`src/rtl/retransmit_timer_table_macros.svh`:
```
// Assertion macros shared by the timer table modules.
`ifndef RETRANSMIT_TIMER_TABLE_MACROS_SVH
`define RETRANSMIT_TIMER_TABLE_MACROS_SVH

// Implication checked on every clock edge outside reset.
`define RTT_ASSERT_IMP(label, clk_s, rst_s, ante, cons, msg) \
  label: assert property (@(posedge clk_s) disable iff (rst_s) (ante) |-> (cons)) \
    else $error(msg);

// Next-cycle implication checked outside reset.
`define RTT_ASSERT_NEXT(label, clk_s, rst_s, ante, cons, msg) \
  label: assert property (@(posedge clk_s) disable iff (rst_s) (ante) |=> (cons)) \
    else $error(msg);

`endif

```
`src/rtl/rtt_pkg.sv`:
```
`timescale 1ns / 1ps
package rtt_pkg;
  localparam int unsigned OpcodeWidth = 2;
  localparam int unsigned EventIdWidth = 32;

  typedef enum logic [1:0] {
    OP_SEND = 2'd0,
    OP_ACK  = 2'd1,
    OP_TICK = 2'd2,
    OP_NONE = 2'd3
  } opcode_t;

  typedef enum logic [1:0] {
    EV_RESEND = 2'd0,
    EV_DROP   = 2'd1,
    EV_ACCEPT = 2'd2,
    EV_REJECT = 2'd3
  } event_kind_t;

  typedef enum logic {
    REG_RETRY_GAP   = 1'b0,
    REG_RETRY_LIMIT = 1'b1
  } reg_index_t;

  typedef struct packed {
    logic [1:0]  opcode;
    logic [31:0] message_id;
  } in_item_t;

  typedef struct packed {
    logic [1:0]  event_kind;
    logic [3:0]  slot_index;
    logic [31:0] event_id;
    logic        last_of_run;
  } out_item_t;
endpackage

```
`src/rtl/rtt_fifo.sv`:
```
`timescale 1ns / 1ps
module rtt_fifo
  import rtt_pkg::*;
(
  input  logic     clk,
  input  logic     rst,
  input  logic     push,
  input  in_item_t push_data,
  output logic     full,
  input  logic     pop,
  output in_item_t pop_data,
  output logic     not_empty
);
  in_item_t   mem [2];
  logic       wr_ptr;
  logic       rd_ptr;
  logic [1:0] count;

  assign full      = (count == 2'd2);
  assign not_empty = (count != 2'd0);
  assign pop_data  = mem[rd_ptr];

  always_ff @(posedge clk) begin
    if (push && !full) begin
      mem[wr_ptr] <= push_data;
    end
    if (rst) begin
      wr_ptr <= 1'b0;
      rd_ptr <= 1'b0;
      count  <= 2'd0;
    end else begin
      if (push && !full) wr_ptr <= ~wr_ptr;
      if (pop && not_empty) rd_ptr <= ~rd_ptr;
      count <= count + {1'b0, push && !full} - {1'b0, pop && not_empty};
    end
  end
endmodule

```
`src/rtl/rtt_front.sv`:
```
`timescale 1ns / 1ps
module rtt_front
  import rtt_pkg::*;
#(
  parameter int unsigned ID_BITS = 32
) (
  input  logic     clk,
  input  logic     rst,
  input  logic     in_valid,
  input  in_item_t in_data,
  output logic     in_stall,
  output logic     q_push,
  output in_item_t q_data,
  input  logic     q_full
);
  // Opcode three is dropped here; ids are cut to ID_BITS.
  localparam logic [31:0] IdMask = (ID_BITS >= 32) ? 32'hFFFF_FFFF
                                 : ((32'd1 << ID_BITS) - 32'd1);

  assign in_stall = q_full;
  assign q_push   = in_valid && !q_full && (in_data.opcode != OP_NONE);

  always_comb begin
    q_data            = in_data;
    q_data.message_id = in_data.message_id & IdMask;
  end

  `include "retransmit_timer_table_macros.svh"
  `RTT_ASSERT_IMP(a_no_push_full, clk, rst, q_full, !q_push, "push into full queue")
  `RTT_ASSERT_IMP(a_no_op3, clk, rst, q_push, q_data.opcode != OP_NONE, "opcode three queued")
  `RTT_ASSERT_IMP(a_push_valid, clk, rst, q_push, in_valid, "push without valid")
endmodule

```
`src/rtl/rtt_back.sv`:
```
`timescale 1ns / 1ps
module rtt_back
  import rtt_pkg::*;
#(
  parameter int unsigned TABLE_DEPTH = 16
) (
  input  logic      clk,
  input  logic      rst,
  input  logic      cfg_we,
  input  logic [0:0] cfg_idx,
  input  logic      cfg_hit,
  input  logic [15:0] cfg_data,
  input  logic      q_valid,
  input  in_item_t  q_data,
  output logic      q_pop,
  output logic      out_valid,
  output out_item_t out_data,
  input  logic      out_stall
);
  localparam int unsigned SW = (TABLE_DEPTH > 1) ? $clog2(TABLE_DEPTH) : 1;
  localparam int unsigned IdxW = SW + 1;
  localparam logic [SW:0] LastSlot = IdxW'(TABLE_DEPTH - 1);

  typedef enum logic [1:0] {S_IDLE, S_SCAN, S_TICK, S_EMIT} state_t;

  state_t state;
  logic [15:0] retry_gap;
  logic [7:0]  retry_limit;
  logic [TABLE_DEPTH-1:0] entry_valid;
  logic [31:0] entry_id      [TABLE_DEPTH];
  logic [31:0] entry_sent_at [TABLE_DEPTH];
  logic        entry_unsent  [TABLE_DEPTH];
  logic [7:0]  entry_tries   [TABLE_DEPTH];
  logic [31:0] time_now;
  in_item_t    cur;
  logic [SW:0] idx;
  logic        found;
  logic [SW-1:0] match_slot;
  logic        have_free;
  logic [SW-1:0] free_slot;
  logic        pend;
  out_item_t   pend_item;

  logic [SW-1:0] s;
  logic [31:0]   age;
  logic          due;
  logic          match;
  logic          out_free;
  logic [SW-1:0] put_slot;
  logic          out_load;
  out_item_t     out_next;

  assign s        = idx[SW-1:0];
  assign age      = time_now - entry_sent_at[s];
  assign due      = entry_valid[s] && (entry_unsent[s] || (age > {16'd0, retry_gap}));
  assign match    = entry_valid[s] && (entry_id[s] == cur.message_id);
  assign out_free = !out_valid || !out_stall;
  assign q_pop    = (state == S_IDLE) && q_valid;
  assign put_slot = found ? match_slot : free_slot;

  // Decides whether the output register takes a new transaction this cycle.
  always_comb begin
    out_load = 1'b0;
    out_next = pend_item;
    case (state)
      S_EMIT: begin
        if (cur.opcode != OP_ACK && out_free) begin
          out_load             = 1'b1;
          out_next.event_id    = cur.message_id;
          out_next.last_of_run = 1'b1;
          if (found || have_free) begin
            out_next.event_kind = EV_ACCEPT;
            out_next.slot_index = 4'(put_slot);
          end else begin
            out_next.event_kind = EV_REJECT;
            out_next.slot_index = 4'd0;
          end
        end
      end
      S_TICK: begin
        if (idx > LastSlot) begin
          if (pend && out_free) begin
            out_load             = 1'b1;
            out_next.last_of_run = 1'b1;
          end
        end else if (due && pend && out_free) begin
          out_load = 1'b1;
        end
      end
      default: ;
    endcase
  end

  // Send and ack search one slot a cycle; a tick walks one slot a cycle while the
  // output does not stall and holds each due result pending so the last one can be marked.
  always_ff @(posedge clk) begin
    if (rst) begin
      state       <= S_IDLE;
      retry_gap   <= 16'd5;
      retry_limit <= 8'd5;
      entry_valid <= '0;
      time_now    <= 32'd0;
      out_valid   <= 1'b0;
      pend        <= 1'b0;
      idx         <= '0;
      found       <= 1'b0;
      have_free   <= 1'b0;
    end else begin
      if (cfg_we && cfg_hit) begin
        case (cfg_idx)
          REG_RETRY_GAP:   retry_gap <= cfg_data;
          REG_RETRY_LIMIT: retry_limit <= cfg_data[7:0];
          default: ;
        endcase
      end
      if (out_load) begin
        out_valid <= 1'b1;
        out_data  <= out_next;
      end else if (out_valid && !out_stall) begin
        out_valid <= 1'b0;
      end
      case (state)
        S_IDLE: begin
          if (q_valid) begin
            cur       <= q_data;
            idx       <= '0;
            found     <= 1'b0;
            have_free <= 1'b0;
            pend      <= 1'b0;
            if (q_data.opcode == OP_TICK) begin
              time_now <= time_now + 32'd1;
              state    <= S_TICK;
            end else begin
              state <= S_SCAN;
            end
          end
        end
        S_SCAN: begin
          if (match && !found) begin
            found      <= 1'b1;
            match_slot <= s;
          end
          if (!entry_valid[s] && !have_free) begin
            have_free <= 1'b1;
            free_slot <= s;
          end
          if (idx == LastSlot) state <= S_EMIT;
          else idx <= idx + 1'b1;
        end
        S_EMIT: begin
          if (cur.opcode == OP_ACK) begin
            if (found) entry_valid[match_slot] <= 1'b0;
            state <= S_IDLE;
          end else if (out_free) begin
            if (found || have_free) begin
              entry_valid[put_slot]   <= 1'b1;
              entry_id[put_slot]      <= cur.message_id;
              entry_sent_at[put_slot] <= 32'd0;
              entry_unsent[put_slot]  <= 1'b1;
              entry_tries[put_slot]   <= 8'd0;
            end
            state <= S_IDLE;
          end
        end
        S_TICK: begin
          if (idx > LastSlot) begin
            if (!pend || out_free) begin
              pend  <= 1'b0;
              state <= S_IDLE;
            end
          end else if (!due) begin
            idx <= idx + 1'b1;
          end else if (!pend || out_free) begin
            pend                  <= 1'b1;
            pend_item.slot_index  <= 4'(s);
            pend_item.event_id    <= entry_id[s];
            pend_item.last_of_run <= 1'b0;
            if (entry_tries[s] < retry_limit) begin
              pend_item.event_kind <= EV_RESEND;
              entry_sent_at[s]     <= time_now;
              entry_tries[s]       <= entry_tries[s] + 8'd1;
              entry_unsent[s]      <= 1'b0;
            end else begin
              pend_item.event_kind <= EV_DROP;
              entry_valid[s]       <= 1'b0;
            end
            idx <= idx + 1'b1;
          end
        end
        default: state <= S_IDLE;
      endcase
    end
  end

  `include "retransmit_timer_table_macros.svh"
  `RTT_ASSERT_NEXT(a_out_hold, clk, rst, out_valid && out_stall, out_valid && $stable(out_data), "result changed under stall")
  `RTT_ASSERT_IMP(a_pop_idle, clk, rst, q_pop, state == S_IDLE, "pop while busy")
  `RTT_ASSERT_IMP(a_pend_tick, clk, rst, pend, state == S_TICK, "pending result outside tick")
endmodule

```
`src/rtl/retransmit_timer_table.sv`:
```
`timescale 1ns / 1ps
// Retransmission timer table.
// Input channel in_valid/in_stall/in_data carries one transaction per item:
// send (insert id), ack (free id) or tick (advance time, scan for due slots).
// Output channel out_valid/out_stall/out_data carries the resulting events:
// one accept or reject per send, none per ack, one resend or drop per due
// slot on a tick, the last of a tick's events marked by last_of_run.
// A two-entry queue sits between the accepting front and the table engine.
// Send and ack walk the table one slot per cycle in the engine; a tick does
// the same while the output does not stall, and a send result also waits for
// a free output register. The engine takes the next queued transaction only
// once it is idle again.
// Configuration: cfg_we/cfg_index/cfg_data, to be written only while idle; the block does not enforce this.
// Synchronous reset empties the table, zeroes time, sets both registers to 5.
// A stalled receiver holds the output register; the engine waits and the
// queue then fills and raises in_stall.
module retransmit_timer_table
  import rtt_pkg::*;
#(
  parameter int unsigned TABLE_DEPTH = 16,
  parameter int unsigned ID_BITS     = 32
) (
  input  logic        clk,
  input  logic        rst,
  input  logic        in_valid,
  output logic        in_stall,
  input  in_item_t    in_data,
  output logic        out_valid,
  input  logic        out_stall,
  output out_item_t   out_data,
  input  logic        cfg_we,
  input  logic [0:0]  cfg_index,
  input  logic [15:0] cfg_data
);
  logic     q_push, q_full, q_pop, q_valid;
  in_item_t q_in, q_out;

  rtt_front #(.ID_BITS(ID_BITS)) u_front (
    .clk, .rst, .in_valid, .in_data, .in_stall,
    .q_push, .q_data(q_in), .q_full
  );

  rtt_fifo u_fifo (
    .clk, .rst, .push(q_push), .push_data(q_in), .full(q_full),
    .pop(q_pop), .pop_data(q_out), .not_empty(q_valid)
  );

  rtt_back #(.TABLE_DEPTH(TABLE_DEPTH)) u_back (
    .clk, .rst, .cfg_we, .cfg_idx(cfg_index), .cfg_hit(1'b1), .cfg_data,
    .q_valid, .q_data(q_out), .q_pop,
    .out_valid, .out_data, .out_stall
  );
endmodule
```
`config.mk`:
```
export PLATFORM = sky130hd
export DESIGN_NAME = retransmit_timer_table
export DESIGN_NICKNAME = d
export VERILOG_FILES = /design/src/rtl/rtt_pkg.sv /design/src/rtl/rtt_fifo.sv /design/src/rtl/rtt_front.sv /design/src/rtl/rtt_back.sv /design/src/rtl/retransmit_timer_table.sv
export VERILOG_INCLUDE_DIRS = /design/src /design/src/rtl
export SDC_FILE = /design/constraint.sdc
export NUM_CORES = 1
export LEC_CHECK = 0
export BUFFER_PORTS_ARGS = -buffer_cell sky130_fd_sc_hd__buf_4
export CORE_MARGIN = 3
export CORE_UTILIZATION = 65
export CTS_BUF_LIST = sky130_fd_sc_hd__clkbuf_8
export DETAILED_ROUTE_END_ITERATION = 8
export PLACE_DENSITY = 0.82
export SETUP_SLACK_MARGIN = 0.02
export SYNTH_ARGS = -nofsm -noshare
export SYNTH_HDL_FRONTEND = slang
export SYNTH_SLANG_ARGS = --single-unit
```
`constraint.sdc`:
```
create_clock -name clk -period 17.8 [get_ports clk]
set_input_delay 2.67 -clock clk [delete_from_list [all_inputs] [get_ports clk]]
set_output_delay 2.67 -clock clk [all_outputs]
set_load 0.005 [all_outputs]
```
Word level (Yosys, flattened, before mapping)
Memories as Yosys holds them, arrays and structs flattened. A register that Yosys moved wholly into a read port is not among the register bits. Index checks and enable logic that the tools add are counted.

Memory bits (writable): 1236. Memories: 5. Bits of input ports: 56. Output and inout bits: 41. Logic and storage cells: 221. Flip-flop bits (word level): 206.

Magnitude comparators: 9. $add $sub $neg: 6. Eq/ne operators: 26. Multiplexer cells: 89. Reduce and logical (&&, ||, !) cells: 52. Bitwise gates (word level): 10.

Memory list: u_back.entry_id (words 16, width 32, read ports 1, clocked after memory_dff 1, wr ports 1, line rtt_back.sv:30) `logic [31:0] entry_id [TABLE_DEPTH];`; u_back.entry_sent_at (words 16, width 32, read ports 1, clocked after memory_dff 1, wr ports 1, line rtt_back.sv:31) `logic [31:0] entry_sent_at [TABLE_DEPTH];`; u_back.entry_tries (words 16, width 8, read ports 1, clocked after memory_dff 1, wr ports 1, line rtt_back.sv:33) `logic [7:0] entry_tries [TABLE_DEPTH];`; u_fifo.mem (words 2, width 34, read ports 1, clocked after memory_dff 1, wr ports 1, line rtt_fifo.sv:14) `in_item_t mem [2];`; u_back.entry_unsent (words 16, width 1, read ports 1, clocked after memory_dff 1, wr ports 1, line rtt_back.sv:32) `logic entry_unsent [TABLE_DEPTH];`.

Operators with widths (number): 16-bit two-way mux (8); 4-bit two-way mux (12); 1-bit two-way mux (40); 39-bit two-way mux (1); 38-bit two-way mux (1); 32-bit by 1-bit adder with 32-bit output, second input constant (1); 16-bit bitwise AND (2); 32-bit == test (1); 32-bit by 16-bit greater-than comparator with 1-bit output (1); 32-bit two-way mux (1); 16-bit inverter (2); 16-bit one-hot mux with 2 select lines (1); 32-bit OR reduction (1); 32-bit subtractor (1); 5-bit two-way mux (6); 5-bit AND reduction (4); 3-bit AND reduction (6); 1-bit logical AND (17); 2-bit by 1-bit inequality test with 1-bit output, second input constant (8); 16-bit OR (1); 4-bit by 5-bit < comparator with 1-bit output, second input constant (3); 5-bit one-hot mux with 3 select lines (1); 2-bit two-way mux (7); 1-bit demux with 4-bit select (3); other kinds (28) (63).

Longest topological paths before layout
Depth in word-level cells: 11. Depth in mapped cells: 35. Mapped depth without buffers: 25.

Cells and area by module
A second synthesis with hierarchy kept.

Cell total of the unflattened synthesis: 3173. Area, all modules: 59062.9 um^2.

Modules (own cells, without submodules): rtt_back (instances 1, sequential area each 40358.7 um^2, cells an instance 3002, area an instance 56098.8 um^2); rtt_fifo (instances 1, sequential area each 2142.1 um^2, cells an instance 133, area an instance 2681.3 um^2); rtt_front (instances 1, sequential area each 0.0 um^2, cells an instance 37, area an instance 279.0 um^2); retransmit_timer_table (instances 1, sequential area each 0.0 um^2, cells an instance 1, area an instance 3.8 um^2).

Worst setup path before layout
Ideal clock, no wire load.

Kind: register -> register. Start: reg with a tool-made name. End: reg, netlist name u_back.out_data[0]. Period minus slack after synthesis: 12.788 ns. Buffers on the path: 8. Setup slack: 5.012 ns. Data required time: 17.155 ns. Stages on the path, launching flop included: 33. Data arrival time: 12.143 ns. Cell sequence: dfxtp_1 buf_6 buf_4 buf_2 buf_2 buf_4 buf_2 buf_2 mux4_2 mux4_2 inv_1 ha_1 a21oi_1 o21ai_0 or2_1 or2_1 buf_2 nand3_1 nand2_1 and2_1 o21ai_0 nand2b_1 xor2_1 ha_1 nand4_1 nor2_1 o311ai_0 and4_1 nand2_1 nor4_1 nand4_2 nand2_1 a2111oi_0.

==> reports/results.txt <==
Clock sink total: 1,446. The smallest clock period supported by the final layout is computed as 9490 ps. The run gives 21.2% as the worst slew margin relative to its limit. The share of the clock period used by the worst path was 53.3%; the number of instances in the placed design was 4,332. The number of different library cells used by synthesis comes to 79. The largest single stage delay on the critical path is 860 ps.

Data on the critical path arrives at its endpoint at 9970 ps. The residual overflow from global routing was 0. The finished layout holds 4,717 standard cells, fillers aside.

The final-layout setup total negative slack is 0 ps. The total of hold buffers inserted after clock tree synthesis was 0; the maximum number of pins on one net before global-route repair was 162. The worst-case IR drop observed on VDD is 0.121 mV. From synthesis to final layout, the design area changed by 10.2%.

For this run, the post-layout net count is 3,507. Between clock sinks in the finished design, the worst skew comes to 45.2 ps. In this run the worst hold path is classified as flop to flop. Timing would allow up to 105 MHz. The number of antenna violations at the first check in global routing is 2. Type of the setup path with the least slack: flop to flop. The overall via count from detail_route is 31.3k, and the global-route wire length before repair is 210 mm. In this run the horizontal extent of the chip is 307 um. The tools report the number of maximum-capacitance constraint violations as 0. For the pin with the worst max-slew slack, the measured transition is 1180 ps. Grouping stages by cell kind, the critical path spends the most delay in simple AND/OR/NAND/NOR gates. The number of global-route vias before repair was 32.6k; the static leakage power was 0.0202 uW.

Along the worst path, the maximum fanout reaches 72. After filler insertion, the fill cell instance count of the layout stands at 4,917. The worst setup path is captured at a flop. By area the synthesized netlist is led by edfxtp_1 69%, mux4_2 14%, dfxtp_1 3.1%. The floorplan step defined a die boundary enclosing 0.0940 mm^2.

The register clock-pin slew on the reported worst setup and hold paths was 70 ps. The H-tree was split into 4 levels. After the first detailed-routing iteration, the DRC count stood at 3,742. In the global route stage, met3 resource usage came out at 4.91%. Of the cells placed in the final design, the portion with a size suffix greater than 1 is 24.9%. The proportion of synthesized chip area in sequential cells is 72.4%.

The initial utilization of the core area, before any placement, comes to 66.0%. The run gives 0 as the total number of yosys warnings. The total global routing track utilization came out at 30.9%. The synthesized area per cell came out at 18.6 um^2. Maximum buffer depth of the clock tree: 3.

The largest total area in the synthesized netlist belongs to edfxtp_1. Clock root buffer: clkbuf_8. Input and output buffers added on the ports amount to 96.

The detailed-route wire length per cell was 30.1 um. Most instantiated library cell after synthesis: edfxtp_1. After legalization and detailed placement, the total HPWL measured 82.3 mm. The boundary pin count came out at 97. The height of the die is 307 um, and the via count normalized by instance count is 6.64. Power per unit of standard cell area: 111 mW/mm^2. The number of buffers created by CTS was 211; the summed instance area of the synthesized netlist was 0.0587 mm^2. The max-slew violation total from the final report was 0. The tools report the startpoint type of the worst setup path as a flop. The number of buffers and inverters on the critical path is 4, and the count of flip-flops with a built-in enable after synthesis is 1,354. The number of nets with antenna violations after routing is 0. Post-CTS timing repair inserted 0 buffers for setup. In the synthesized netlist, the number of instances is 3,156. The tools report the net count of the mapped netlist as 3,283. Among all flip-flop cells after synthesis, the most frequent one is edfxtp_1.

TritonCTS built the clock tree. For met2 alone, demand over resource in global routing was 51.4%. The synthesized design contains 1,446 register bits. Global routing used 39.7% of the available met1 tracks. In the routed design, unresolved DRC markers number 0. After synthesis, the largest area contributor takes up 69.3% of total cell area.

The hold violation count in the final report is 0. Among all stages on the critical path, the largest delay is contributed by dfxtp_4. Counting instances in the post-synthesis netlist gives the leading cell types as 1,354 x edfxtp_1, 368 x mux4_2, 237 x nand2_1, 155 x nor2_1, 111 x inv_1. The data required time of the critical path came out at 18,280 ps. The global placer's final weighted congestion is 0.920. The core footprint is 0.0889 mm^2.

The run gives 142 mm as the wire length reported by the detailed router. The run finished with clean final reports. In the synthesized netlist the async set-or-reset flop fraction comes to 0%. The floorplan has 109 rows.

The later pin in the worst-skew pair is clocked with a latency of 890 ps. In this run the most used layer during global routing was met2. In this run, post-CTS repair resized a total of 0 instances. Setup repair after global routing left no endpoint under its margin. The tools report the detailed-router iteration count before antenna repair as 5.

The setup-violating endpoint count in the final report was 0.
## per-stage QoR
stage	util, %	hold WS (ps)	total power (uW)	worst slack [ps]	area [um^2]
floorplan	-	436	4670	5010	58700
global placement	68.5	444	4860	8520	60900
detailed placement	68.5	451	4900	8200	60900
CTS	72.7	463	7260	8160	64700
global route	72.7	476	7470	7510	64700
finish	72.7	462	7210	8310	64700
## worst reg2reg max path: cells and delay by family, from the launching register on
kind | cells | cell delay (ps)
DFF | 1 | 860
muxes | 3 | 1540
AOI/OAI and AO/OA | 4 | 550
buffers and inverters | 4 | 2370
adders and majority gates | 2 | 570
and+or+nand+nor | 14 | 3010
xor gates and xnor gates | 1 | 150
## per-layer routing
layer  up-vias  routed length [um]
li1      13037                   -
met1     15937               48900
met2      1952               72100
met3       384               12400
met4         0                8440
met5         -                   0
## cell usage in the layout (no fill, tap or decap), drive strengths merged, types with 9 or more instances in the layout
| cell | instances |
|---|---|
| a21o | 13 |
| a21oi | 107 |
| and3 | 12 |
| buf | 153 |
| clkbuf | 216 |
| clkinv | 81 |
| dfxtp | 92 |
| edfxtp | 1354 |
| ha | 70 |
| inv | 193 |
| mux2 | 66 |
| mux4 | 368 |
| nand2 | 237 |
| nand2b | 16 |
| nand3 | 31 |
| nand4 | 25 |
| nor2 | 155 |
| nor2b | 34 |
| nor3 | 39 |
| o21ai | 47 |
| o221ai | 14 |
| or2 | 9 |
| or3 | 15 |
| xnor2 | 73 |
| xor2 | 15 |
## final cells by class
type | count | area [um^2] | area share (%)
multi-input combinational | 1457 | 15300 | 23.7
antenna | 2 | 5.00 | 0.00774
clock inverter | 167 | 807 | 1.25
inverter | 111 | 417 | 0.644
tap | 1165 | 1460 | 2.25
sequential | 1446 | 42500 | 65.7
clock buffer | 216 | 2970 | 4.60
timing repair buffer | 153 | 1190 | 1.83
## kinds of logic (layout without fill, tap and decap cells)
| logic type | Yosys count | in the layout | synth area share, % |
|---|---|---|---|
| compound gates | 249 | 249 | 2.67 |
| xor+xnor | 88 | 88 | 1.31 |
| fa+ha+maj | 71 | 71 | 1.53 |
| buf+inv | 253 | 647 | 1.80 |
| flops | 1446 | 1446 | 72.4 |
| mux | 441 | 441 | 15.5 |
| other cells | 0 | 2 | 0 |
| simple gates | 608 | 608 | 4.79 |
## worst paths after layout
kind	from	to	slack (ps)	depth (start not counted)
worst max-delay path	flop	u_back.entry_tries[8][6]$_DFFE_PP_	8310	28
worst min register to register	u_back.retry_limit[6]$_SDFFE_PP0P_	u_back.retry_limit[6]$_SDFFE_PP0P_	460	2
worst min-delay path	u_back.retry_limit[6]$_SDFFE_PP0P_	u_back.retry_limit[6]$_SDFFE_PP0P_	460	2
worst max register to register	flop	u_back.entry_tries[8][6]$_DFFE_PP_	8310	28
## report_power, final
part / internal [uW] / total [uW] / switching (uW)
logic: 428 / 867 / 439
registers: 3820 / 3950 / 131
clock network: 1160 / 2390 / 1230
## state kept, by name, summed over array words and instances (netlist names), 2 cells and up, named ones only
name	flops
u_back.free_slot	4
u_back.entry_sent_at	512
u_back.pend_item	37
u_back.entry_tries	128
u_fifo.count	2
u_back.cur	34
u_back.time_now	32
u_back.state	2
u_back.retry_gap	16
u_fifo.mem	68
u_back.match_slot	4
u_back.entry_valid	16
u_back.idx	5
u_back.out_data	39
u_back.entry_id	512
u_back.entry_unsent	16
u_back.retry_limit	8
(Power assumes the default switching activity.)
